[src/rtl/core/dtpc_pkg.sv]
// ----------------------------------------------------------------------------
// dtpc_pkg
// Types, codes and helpers of the decision-tree packet classifier.
// ----------------------------------------------------------------------------
package dtpc_pkg;

    localparam int KEY_FIELDS = 5;
    localparam int KEY_W      = 32;

    typedef enum logic [1:0] {
        OP_WR_NODE     = 2'd0,
        OP_WR_RANGE    = 2'd1,
        OP_WR_PRIORITY = 2'd2,
        OP_CLASSIFY    = 2'd3
    } dtpc_op_t;

    typedef struct packed {
        logic [1:0]  op;
        logic [9:0]  index;
        logic        is_leaf;
        logic [2:0]  dim;
        logic [9:0]  left_or_first;
        logic [10:0] right_or_count;
        logic [15:0] priority_req;
        logic [31:0] key0;
        logic [31:0] key1;
        logic [31:0] key2;
        logic [31:0] key3;
        logic [31:0] key4;
    } dtpc_in_t;

    typedef struct packed {
        logic        matched;
        logic [15:0] best_priority;
        logic        depth_exceeded;
    } dtpc_out_t;

    // Node store entry, 57 bits.
    typedef struct packed {
        logic        leaf;
        logic [2:0]  dim;
        logic [31:0] split;
        logic [9:0]  left_or_first;
        logic [10:0] right_or_count;
    } dtpc_node_t;

    // Rule range entry of one dimension, 64 bits.
    typedef struct packed {
        logic [31:0] high;
        logic [31:0] low;
    } dtpc_range_t;

    typedef logic [KEY_FIELDS-1:0][KEY_W-1:0] dtpc_keys_t;

    // Controller -> datapath.
    typedef struct packed {
        logic ready;
        logic node_rd;
        logic walk_step;
        logic scan_init;
        logic scan_step;
        logic set_exceeded;
        logic out_load;
    } dtpc_cmd_t;

    // Datapath -> controller.
    typedef struct packed {
        logic classify_req;   // classify request offered on the input
        logic node_leaf;
        logic depth_max;
        logic next_oob;
        logic scan_done;
        logic pend;
        logic out_free;
    } dtpc_status_t;

    // Key of a dimension; missing dimensions read zero.
    function automatic logic [KEY_W-1:0] key_of(dtpc_keys_t keys, logic [2:0] d,
                                                 int dims);
        logic [KEY_W-1:0] k;
        k = '0;
        if (int'(d) < KEY_FIELDS && int'(d) < dims) begin
            k = keys[d];
        end
        return k;
    endfunction

endpackage

[src/rtl/core/dtpc_ctrl.sv]
// ----------------------------------------------------------------------------
// dtpc_ctrl
// Sequencer: tree walk, leaf rule scan, result hand-off.
// ----------------------------------------------------------------------------
module dtpc_ctrl
    import dtpc_pkg::*;
(
    input  logic         clk,
    input  logic         rstn,
    input  dtpc_status_t st,
    output dtpc_cmd_t    cmd
);

    typedef enum logic [4:0] {
        S_IDLE      = 5'b00001,
        S_NODE_RD   = 5'b00010,
        S_NODE_EVAL = 5'b00100,
        S_SCAN      = 5'b01000,
        S_FIN       = 5'b10000
    } state_t;

    state_t state_reg, state_next;

    always_ff @(posedge clk) begin
        if (!rstn) begin
            state_reg <= S_IDLE;
        end else begin
            state_reg <= state_next;
        end
    end

    always_comb begin
        state_next = state_reg;
        cmd        = '0;
        unique case (state_reg)
            S_IDLE: begin
                cmd.ready = 1'b1;
                // ready is high here, so an offered classify is taken now
                if (st.classify_req) begin
                    state_next = S_NODE_RD;
                end
            end
            S_NODE_RD: begin
                cmd.node_rd = 1'b1;
                state_next  = S_NODE_EVAL;
            end
            S_NODE_EVAL: begin
                if (st.node_leaf) begin
                    cmd.scan_init = 1'b1;
                    state_next    = S_SCAN;
                end else if (st.depth_max) begin
                    cmd.set_exceeded = 1'b1;
                    state_next       = S_FIN;
                end else if (st.next_oob) begin
                    state_next = S_FIN;      // lost walk: all zero
                end else begin
                    cmd.walk_step = 1'b1;
                    state_next    = S_NODE_RD;
                end
            end
            S_SCAN: begin
                cmd.scan_step = !st.scan_done;
                if (st.scan_done && !st.pend) begin
                    state_next = S_FIN;
                end
            end
            S_FIN: begin
                if (st.out_free) begin
                    cmd.out_load = 1'b1;
                    state_next   = S_IDLE;
                end
            end
            default: begin
                state_next = S_IDLE;
            end
        endcase
    end

endmodule

[config.mk]
export PLATFORM = sky130hd
export DESIGN_NAME = dtpc_ctrl
export DESIGN_NICKNAME = d
export VERILOG_FILES = /design/src/rtl/core/dtpc_pkg.sv /design/src/rtl/core/dtpc_ctrl.sv
export SDC_FILE = /design/constraint.sdc
export NUM_CORES = 1
export LEC_CHECK = 0
export ABC_CLOCK_PERIOD_IN_PS = 1860
export BUFFER_PORTS_ARGS = -buffer_cell sky130_fd_sc_hd__buf_2
export CAP_MARGIN = 20
export CORE_AREA = 2 2 39 41
export CTS_BUF_LIST = sky130_fd_sc_hd__clkbuf_2
export CTS_CLUSTER_DIAMETER = 40
export CTS_CLUSTER_SIZE = 8
export DETAILED_ROUTE_END_ITERATION = 10
export DIE_AREA = 0 0 41 43
export PLACE_DENSITY = 0.49
export SLEW_MARGIN = 10
export SYNTH_ARGS = -nofsm -noshare
export SYNTH_HDL_FRONTEND = slang
export SYNTH_SLANG_ARGS = --single-unit
[constraint.sdc]
create_clock -name clk -period 1.86 [get_ports clk]
set_input_delay 0.372 -clock clk [delete_from_list [all_inputs] [get_ports clk]]
set_output_delay 0.372 -clock clk [all_outputs]
set_load 0.005 [all_outputs]
== Word level (Yosys, flattened, before mapping) ==
Index checks and enable logic that the tools add are counted.

* Equal/unequal tests: 8
* Multiplexer cells: 20
* Reductions and logical operators: 4

{| class="wikitable"
|+ Operators by type and width
! operator !! count
|-
| 5-bit 2-to-1 mux || 6
|-
| 5-bit one-hot mux with 5 select lines || 1
|-
| 1-bit 2-to-1 mux || 12
|-
| 2-bit != test, second input constant || 3
|-
| 5-bit by 1-bit == test with 1-bit output, second input constant || 1
|-
| 5-bit by 2-bit == test with 1-bit output, second input constant || 1
|-
| 5-bit by 3-bit == test with 1-bit output, second input constant || 1
|-
| 5-bit by 4-bit == test with 1-bit output, second input constant || 1
|-
| 5-bit == test, second input constant || 1
|-
| 3-bit AND reduction || 1
|-
| 1-bit logical NOT || 2
|-
| 2-bit 2-to-1 mux || 1
|-
| 1-bit logical AND || 1
|}

* Flip-flop bits (word level): 5
* Bits of input ports: 9
* Output and inout bits: 7
* Logic and storage cells: 33

== Logic depth before layout (Yosys ltp) ==
Gate-level depths: netlist (run 1).

* Depth after elaboration: 4
* Depth in mapped cells: 4

== Worst setup path after synthesis (run 1) ==
No wires, ideal clock.

* Path type: register to output
* Start point: register state_reg[0]
* End point: output cmd[2] (netlist bit)
* Arrival time: 1.230 ns
* Data required time: 1.488 ns
* Slack: 0.258 ns
* Cell stages (with the launch flop): 4
* Buffers on the path: 0
* Cell sequence: dfxtp_1 -> or4b_4 -> or2_1 -> nor2_1

{| class="wikitable"
|+ RTL lines
! element !! RTL line !! RTL
|-
| start, declared || dtpc_ctrl.sv:22 || <nowiki>state_t state_reg, state_next;</nowiki>
|-
| start signal, assigned || dtpc_ctrl.sv:28 || <nowiki>state_reg <= state_next;</nowiki>
|-
| end, declared || dtpc_ctrl.sv:11 || <nowiki>output dtpc_cmd_t cmd</nowiki>
|}

==> flow_metrics.env, run 1 <==
export IMPL_maxCapViolCount=0
export IMPL_clk_latency_ns=0.21
export IMPL_critPathKind="flop to primary output"
export IMPL_cts_sinks=5
export IMPL_min_path_cells=2
export IMPL_syn_to_final_growth_pct=47.6
export IMPL_io_pins=16
export IMPL_fmax_mhz=534
export IMPL_grt_pass1_vias=338
export IMPL_grt_ovfl_total=0
export IMPL_drt_initial_drc_count=12
export IMPL_syn_inst=39
export IMPL_synth_ff_latch_count=5
export IMPL_portBuffers=15
export IMPL_finalWorstSetupSlack_ns=-0.0144
export IMPL_die_x_um=41
export IMPL_crit_fanout=3
export IMPL_p_sw_share_pct=39.0
export IMPL_num_fill_cells=147
export IMPL_wl_um=848
export IMPL_largest_register_ffs=5
export IMPL_die_area_um2=1760
export IMPL_timing_final_hold_violations=0
export IMPL_path_clk_slew_ns=0.05
export IMPL_root_buffer="clkbuf_2"
export IMPL_totalPowerFinal_w=0.000624
export IMPL_ys_top_cells_by_area="dfxtp_1 (29%), or4b_4 (4.0%), a211oi_2 (3.6%)"
export IMPL_min_path_type="primary input to flop"
export IMPL_synth_top_cell_area_share_pct=29.1
export IMPL_dp_hpwl_um=697
export IMPL_grt_antenna_before_repair=0
export IMPL_yosys_area_top_type="dfxtp_1"
export IMPL_power_leakage_nw=0.257
export IMPL_ys_warn_count=0
export IMPL_clkPwrFrac_pct=16.0
export IMPL_routedWlPerCell_um=11.0
export IMPL_reg2reg_slack_ns=0.32
export IMPL_viasPerCell=4.81
export IMPL_tritoncts="yes"
export IMPL_synthMuxAreaShare_pct=0
export IMPL_power_frac_comb_pct=56.2
export IMPL_ant_nets=0
export IMPL_syn_area_um2=344
export IMPL_synth_top_family_by_area="simple AND/OR/NAND/NOR gates"
export IMPL_holdPathEnd="state_reg[1]"
export IMPL_grt_pass1_wl_um=1420
export IMPL_run_status="finished with violations"
export IMPL_cts_htree_levels=1
export IMPL_start_util_pct=24.9
export IMPL_crit_arrival_ns=1.50
export IMPL_slew_viol_final=0
export IMPL_relSlewSlack_pct=67.0
export IMPL_ir_worst_vdd_mv=0.473
export IMPL_rr_worst_depth=4
export IMPL_clockBufferDepth=2
export IMPL_layout_nets=71
export IMPL_vias=370
export IMPL_track_usage_pct=11.9
export IMPL_p_switching_w=0.000244
export IMPL_r2r_end="state_reg[0]"
export IMPL_layout_drive_gt1_share_pct=54.1
export IMPL_rows=14
export IMPL_core_area_um2=1380
export IMPL_cp_data_required_time_ns=1.49
export IMPL_worst_slew_pin_slew_ns=0.492
export IMPL_dr_pass1_iters=4
export IMPL_pwr_share_seq_pct=27.8
export IMPL_fin_crit_ns=1.87
export IMPL_powerDensity_nw_per_um2=1230
export IMPL_p_int_w=0.000381
export IMPL_ys_seq_area_share_pct=29.1
export IMPL_place_gp_congestion=0.705
export IMPL_synth_avg_cell_area_um2=8.82
export IMPL_final_setup_skew_ns=0.00250
export IMPL_rsz0062_at_grt="true"
export IMPL_synth_cell_types=28
export IMPL_synth_simple_area_share_pct=41.8
export IMPL_setup_viol=1
export IMPL_grt_start_max_net_pins=9
export IMPL_hold_worst_slack_ns=0.404
export IMPL_synth_adder_area_share_pct=0
export IMPL_start_kind="flop"
export IMPL_r2r_start="state_reg[4]"
export IMPL_syn_num_nets=48
export IMPL_min_period_over_period_pct=101
export IMPL_drcViolationCount=0
export IMPL_diodes=0
export IMPL_cts_made_buffers=3
export IMPL_synth_compound_area_share_pct=23.3
export IMPL_min_from="rstn"
export IMPL_failed_checks="negative setup slack"
export IMPL_setup_worst_path_end_class="primary output"
export IMPL_synth_xor_area_share_pct=2.55
export IMPL_die_height_um=43
## layer usage
layer	global-route usage (%)	vias up	wire length [um]
met3	3.14	0	59
met2	15.9	16	374
met1	16.8	160	414
met5	0	-	0
li1	-	194	-
met4	6.00	0	0
## logic make-up (layout without fill, tap and decap cells)
kind of cell | after synthesis | after routing
compound gates | 10 | 10
buf+inv | 3 | 25
flops | 5 | 5
xor+xnor | 1 | 1
simple gates | 20 | 20
## Yosys cell counts (all sizes together)
| cell type | instances |
|---|---|
| nand3 | 1 |
| nor4 | 1 |
| nand4 | 1 |
| or2 | 1 |
| nor3b | 2 |
| or3 | 1 |
| and3b | 1 |
| and3 | 2 |
| nor2b | 2 |
| o211a | 1 |
| a21bo | 1 |
| nor2 | 3 |
| or4b | 1 |
| and4 | 1 |
| dfxtp | 5 |
| inv | 3 |
| xor2 | 1 |
| a311oi | 1 |
| o211ai | 1 |
| a21oi | 1 |
| o21ai | 2 |
| and2 | 1 |
| nor3 | 2 |
| a31o | 1 |
| a211oi | 2 |
## through the flow
stage	utilization [%]	cell area, um^2	instances	TNS, ns	worst slack, ns
2_1_floorplan	-	344	39	0	0.258
3_3_place_gp	32.8	454	72	0	0.197
3_5_place_dp	32.8	454	72	0	0.169
4_1_cts	34.6	479	76	-0.0425	-0.0425
5_1_grt	36.7	508	77	-0.111	-0.111
6_report	36.7	508	77	-0.0144	-0.0144
## worst max-delay path, cell delays in order, from the launching register on
cell	delay, ns
dfxtp_2	0.32
or4b_4	0.53
or2_4	0.25
nor2_1	0.08
buf_2	0.11
## cell usage in the layout (no fill, tap or decap), types with 2 or more instances in the layout
master,instances
nor2b_1,2
dfxtp_1,2
clkbuf_2,4
inv_1,3
and3_1,2
buf_2,15
nor2_1,3
o21ai_0,2
dfxtp_2,2
buf_4,3
## power groups by stage
stage	sequential (W)	combinational (W)	clock, W
floorplan	0.000186	0.000196	0
global placement	0.000175	0.000320	0
detailed placement	0.000174	0.000317	0
CTS	0.000175	0.000320	0.000105
global route	0.000178	0.000393	0.000111
finish	0.000174	0.000351	0.0000999
## timing repair
action	CTS	global route
gates resized for setup	3	5
endpoints found under the setup margin	1	3
hold buffers	0	0
setup buffers	0	1
## how the worst max path moves through the flow
stage               endpoint    startpoint  slack (ns)
floorplan             cmd[2]  state_reg[0]        0.26
global placement      cmd[2]  state_reg[2]        0.20
detailed placement    cmd[2]  state_reg[2]        0.17
CTS                   cmd[2]  state_reg[0]       -0.04
global route          cmd[2]  state_reg[0]       -0.11
finish                cmd[2]  state_reg[0]       -0.01
## final cells by class
type	count	area (um^2)	share of cell area (%)
multi-input combinational	31	253	49.8
sequential	5	106	20.9
timing repair buffer	18	97.6	19.2
clock buffer	4	20.0	3.94
tap	16	20.0	3.94
inverter	3	11.3	2.22
Note: power is estimated with default switching activity, not from simulation.
==> run 2: changes to the inputs <==
--- a/config.mk
+++ b/config.mk
@@ -15,6 +15,7 @@
 export DETAILED_ROUTE_END_ITERATION = 10
 export DIE_AREA = 0 0 41 43
 export PLACE_DENSITY = 0.49
+export SETUP_SLACK_MARGIN = 0.15
 export SLEW_MARGIN = 10
 export SYNTH_ARGS = -nofsm -noshare
 export SYNTH_HDL_FRONTEND = slang
==> run 2 against run 1 <==
- highest routed layer unchanged
- clock skew decreased by 0.0024 ns
- first-iteration DRC count shrank 25%
- flip-flop and latch count unchanged
- sequential share of layout area decreased by 2.1 points
- fmax is 0.16% higher
- the run still ends with negative setup slack left
==> flow_metrics.env, run 2 (synthesis results as in run 1) <==
export IMPL_ant_nets=0
export IMPL_critPathKind="flop to primary output"
export IMPL_crit_arrival_ns=1.50
export IMPL_cts_hold_buf=0
export IMPL_final_cells=81
export IMPL_cts_made_buffers=3
export IMPL_r2r_start="state_reg[2]"
export IMPL_cp_data_required_time_ns=1.49
export IMPL_routedWlPerCell_um=11.9
export IMPL_dr_max_layer_used="met3"
export IMPL_path_clk_slew_ns=0.05
export IMPL_setup_worst_path_end_class="primary output"
export IMPL_tritoncts="yes"
export IMPL_layout_nets=75
export IMPL_io_pins=16
export IMPL_tns_ns=-0.0114
export IMPL_dr_pass1_iters=4
export IMPL_wl_um=963
export IMPL_start_kind="flop"
export IMPL_rows=14
export IMPL_wl_met3_um=59
export IMPL_clk_latency_ns=0.21
export IMPL_grt_pass1_vias=357
export IMPL_powerDensity_nw_per_um2=1260
export IMPL_crit_fanout=2
export IMPL_diodes=0
export IMPL_die_height_um=43
export IMPL_failed_checks="negative setup slack"
export IMPL_rsz0062_at_grt="true"
export IMPL_track_usage_pct=12.8
export IMPL_p_int_w=0.000435
export IMPL_grt_antenna_before_repair=0
export IMPL_min_path_type="primary input to flop"
export IMPL_grt_pass1_wl_um=1500
export IMPL_layout_drive_gt1_share_pct=66.2
export IMPL_min_period_over_period_pct=101
export IMPL_die_area_um2=1760
export IMPL_dp_cells=72
export IMPL_clockBufferDepth=2
export IMPL_m1WireLength_um=455
export IMPL_viasPerCell=4.81
export IMPL_relSlewSlack_pct=67.1
export IMPL_portBuffers=15
export IMPL_core_area_um2=1380
export IMPL_worst_slew_pin_slew_ns=0.491
export IMPL_p_sw_share_pct=39.9
export IMPL_place_gp_congestion=0.705
export IMPL_syn_to_final_growth_pct=67.6
export IMPL_pwr_share_seq_pct=25.0
export IMPL_fmax_mhz=534
export IMPL_ir_worst_vdd_mv=0.442
export IMPL_run_status="finished with violations"
export IMPL_power_leakage_nw=0.283
export IMPL_slowest_delay_ns=0.53
export IMPL_grt_start_max_net_pins=9
export IMPL_grt_ovfl_total=0
export IMPL_maxCapViolCount=0
export IMPL_finalWorstSetupSlack_ns=-0.0114
export IMPL_final_setup_skew_ns=0.000138
export IMPL_slew_viol_final=0
export IMPL_pre_cts_ws_ns=0.169
export IMPL_power_frac_comb_pct=61.2
export IMPL_hold_worst_slack_ns=0.399
export IMPL_p_switching_w=0.000289
export IMPL_start_util_pct=24.9
export IMPL_fin_crit_ns=1.87
export IMPL_timing_final_hold_violations=0
export IMPL_cts_sinks=5
export IMPL_cts_htree_levels=1
export IMPL_setup_viol=1
export IMPL_mostFrequentLayoutCell="buf_2"
export IMPL_clkPwrFrac_pct=13.7
export IMPL_root_buffer="clkbuf_2"
export IMPL_dp_hpwl_um=697
export IMPL_drt_initial_drc_count=9
export IMPL_largest_register_ffs=5
export IMPL_drcViolationCount=0
export IMPL_fin_util_pct=41.7
export IMPL_die_x_um=41
export IMPL_crit_buf_inv=1
export IMPL_worstPathCellList="or4b_4, or2_4, nor2_2, buf_2"
export IMPL_cp_top_family="simple AND/OR/NAND/NOR gates"
export IMPL_crit_start="state_reg[0]"
export IMPL_dr_wl_met2_um=447
export IMPL_slowest_stage="or4b_4"
export IMPL_layout_common_cells="buf_2 (15), buf_4 (6), clkbuf_2 (4), dfxtp_2 (4), inv_1 (3)"
export IMPL_vias=390
export IMPL_min_from="rstn"
## run 2: cell types whose count changed in the layout (fill, tap and decap cells not counted), sizes merged
cell  previous run  this run
buf             18        22
## run 2: worst paths after layout
path	slack [ns]	endpoint	depth (start not counted)
worst max-delay path	-0.01	cmd[2]	4
worst min-delay path	0.40	state_reg[1]	2
worst max register to register	0.25	state_reg[0]	5
worst min register to register	0.66	state_reg[4]	2
## run 2: worst reg2reg max path: cells and delay by family, from the launching register on
family / cells / cell delay, ns
flip-flops: 1 / 0.34
AO/OA/AOI/OAI: 2 / 0.35
buffers and inverters: 1 / 0.17
AND/OR/NAND/NOR: 2 / 0.65
## run 2: cell type report
| class | instances | area, um^2 |
|---|---|---|
| sequential | 5 | 109 |
| tap | 16 | 20.0 |
| fill | 141 | 807 |
| timing repair buffer | 22 | 131 |
| multi-input combinational | 31 | 285 |
| inverter | 3 | 11.3 |
| clock buffer | 4 | 20.0 |
## run 2: repair_timing
item / 4_1_cts / 5_1_grt
hold endpoints to repair: 0 / 0
gates resized for setup: 8 / 10
buffers inserted: 1 / 4
endpoints found under the setup margin: 4 / 5
pin swaps: 1 / 7
## run 2: metal layers
| metal | global-route usage, % | up-vias |
|---|---|---|
| met2 | 18.1 | 16 |
| met5 | 0 | - |
| met1 | 16.8 | 172 |
| met3 | 3.14 | 0 |
| li1 | - | 202 |
| met4 | 7.33 | 0 |
## run 2: power by group through the flow
stage               Clock (W)  Combinational (W)  Sequential (W)
CTS                  0.000105           0.000386        0.000176
detailed placement          0           0.000317        0.000174
floorplan                   0           0.000196        0.000186
global route         0.000111           0.000488        0.000187
finish              0.0000995           0.000443        0.000181
global placement            0           0.000320        0.000175
## run 2: through the flow
stage               power, W  area, um^2
finish              0.000724         577
floorplan           0.000382         344
global route        0.000786         577
global placement    0.000495         454
CTS                 0.000668         508
detailed placement  0.000491         454
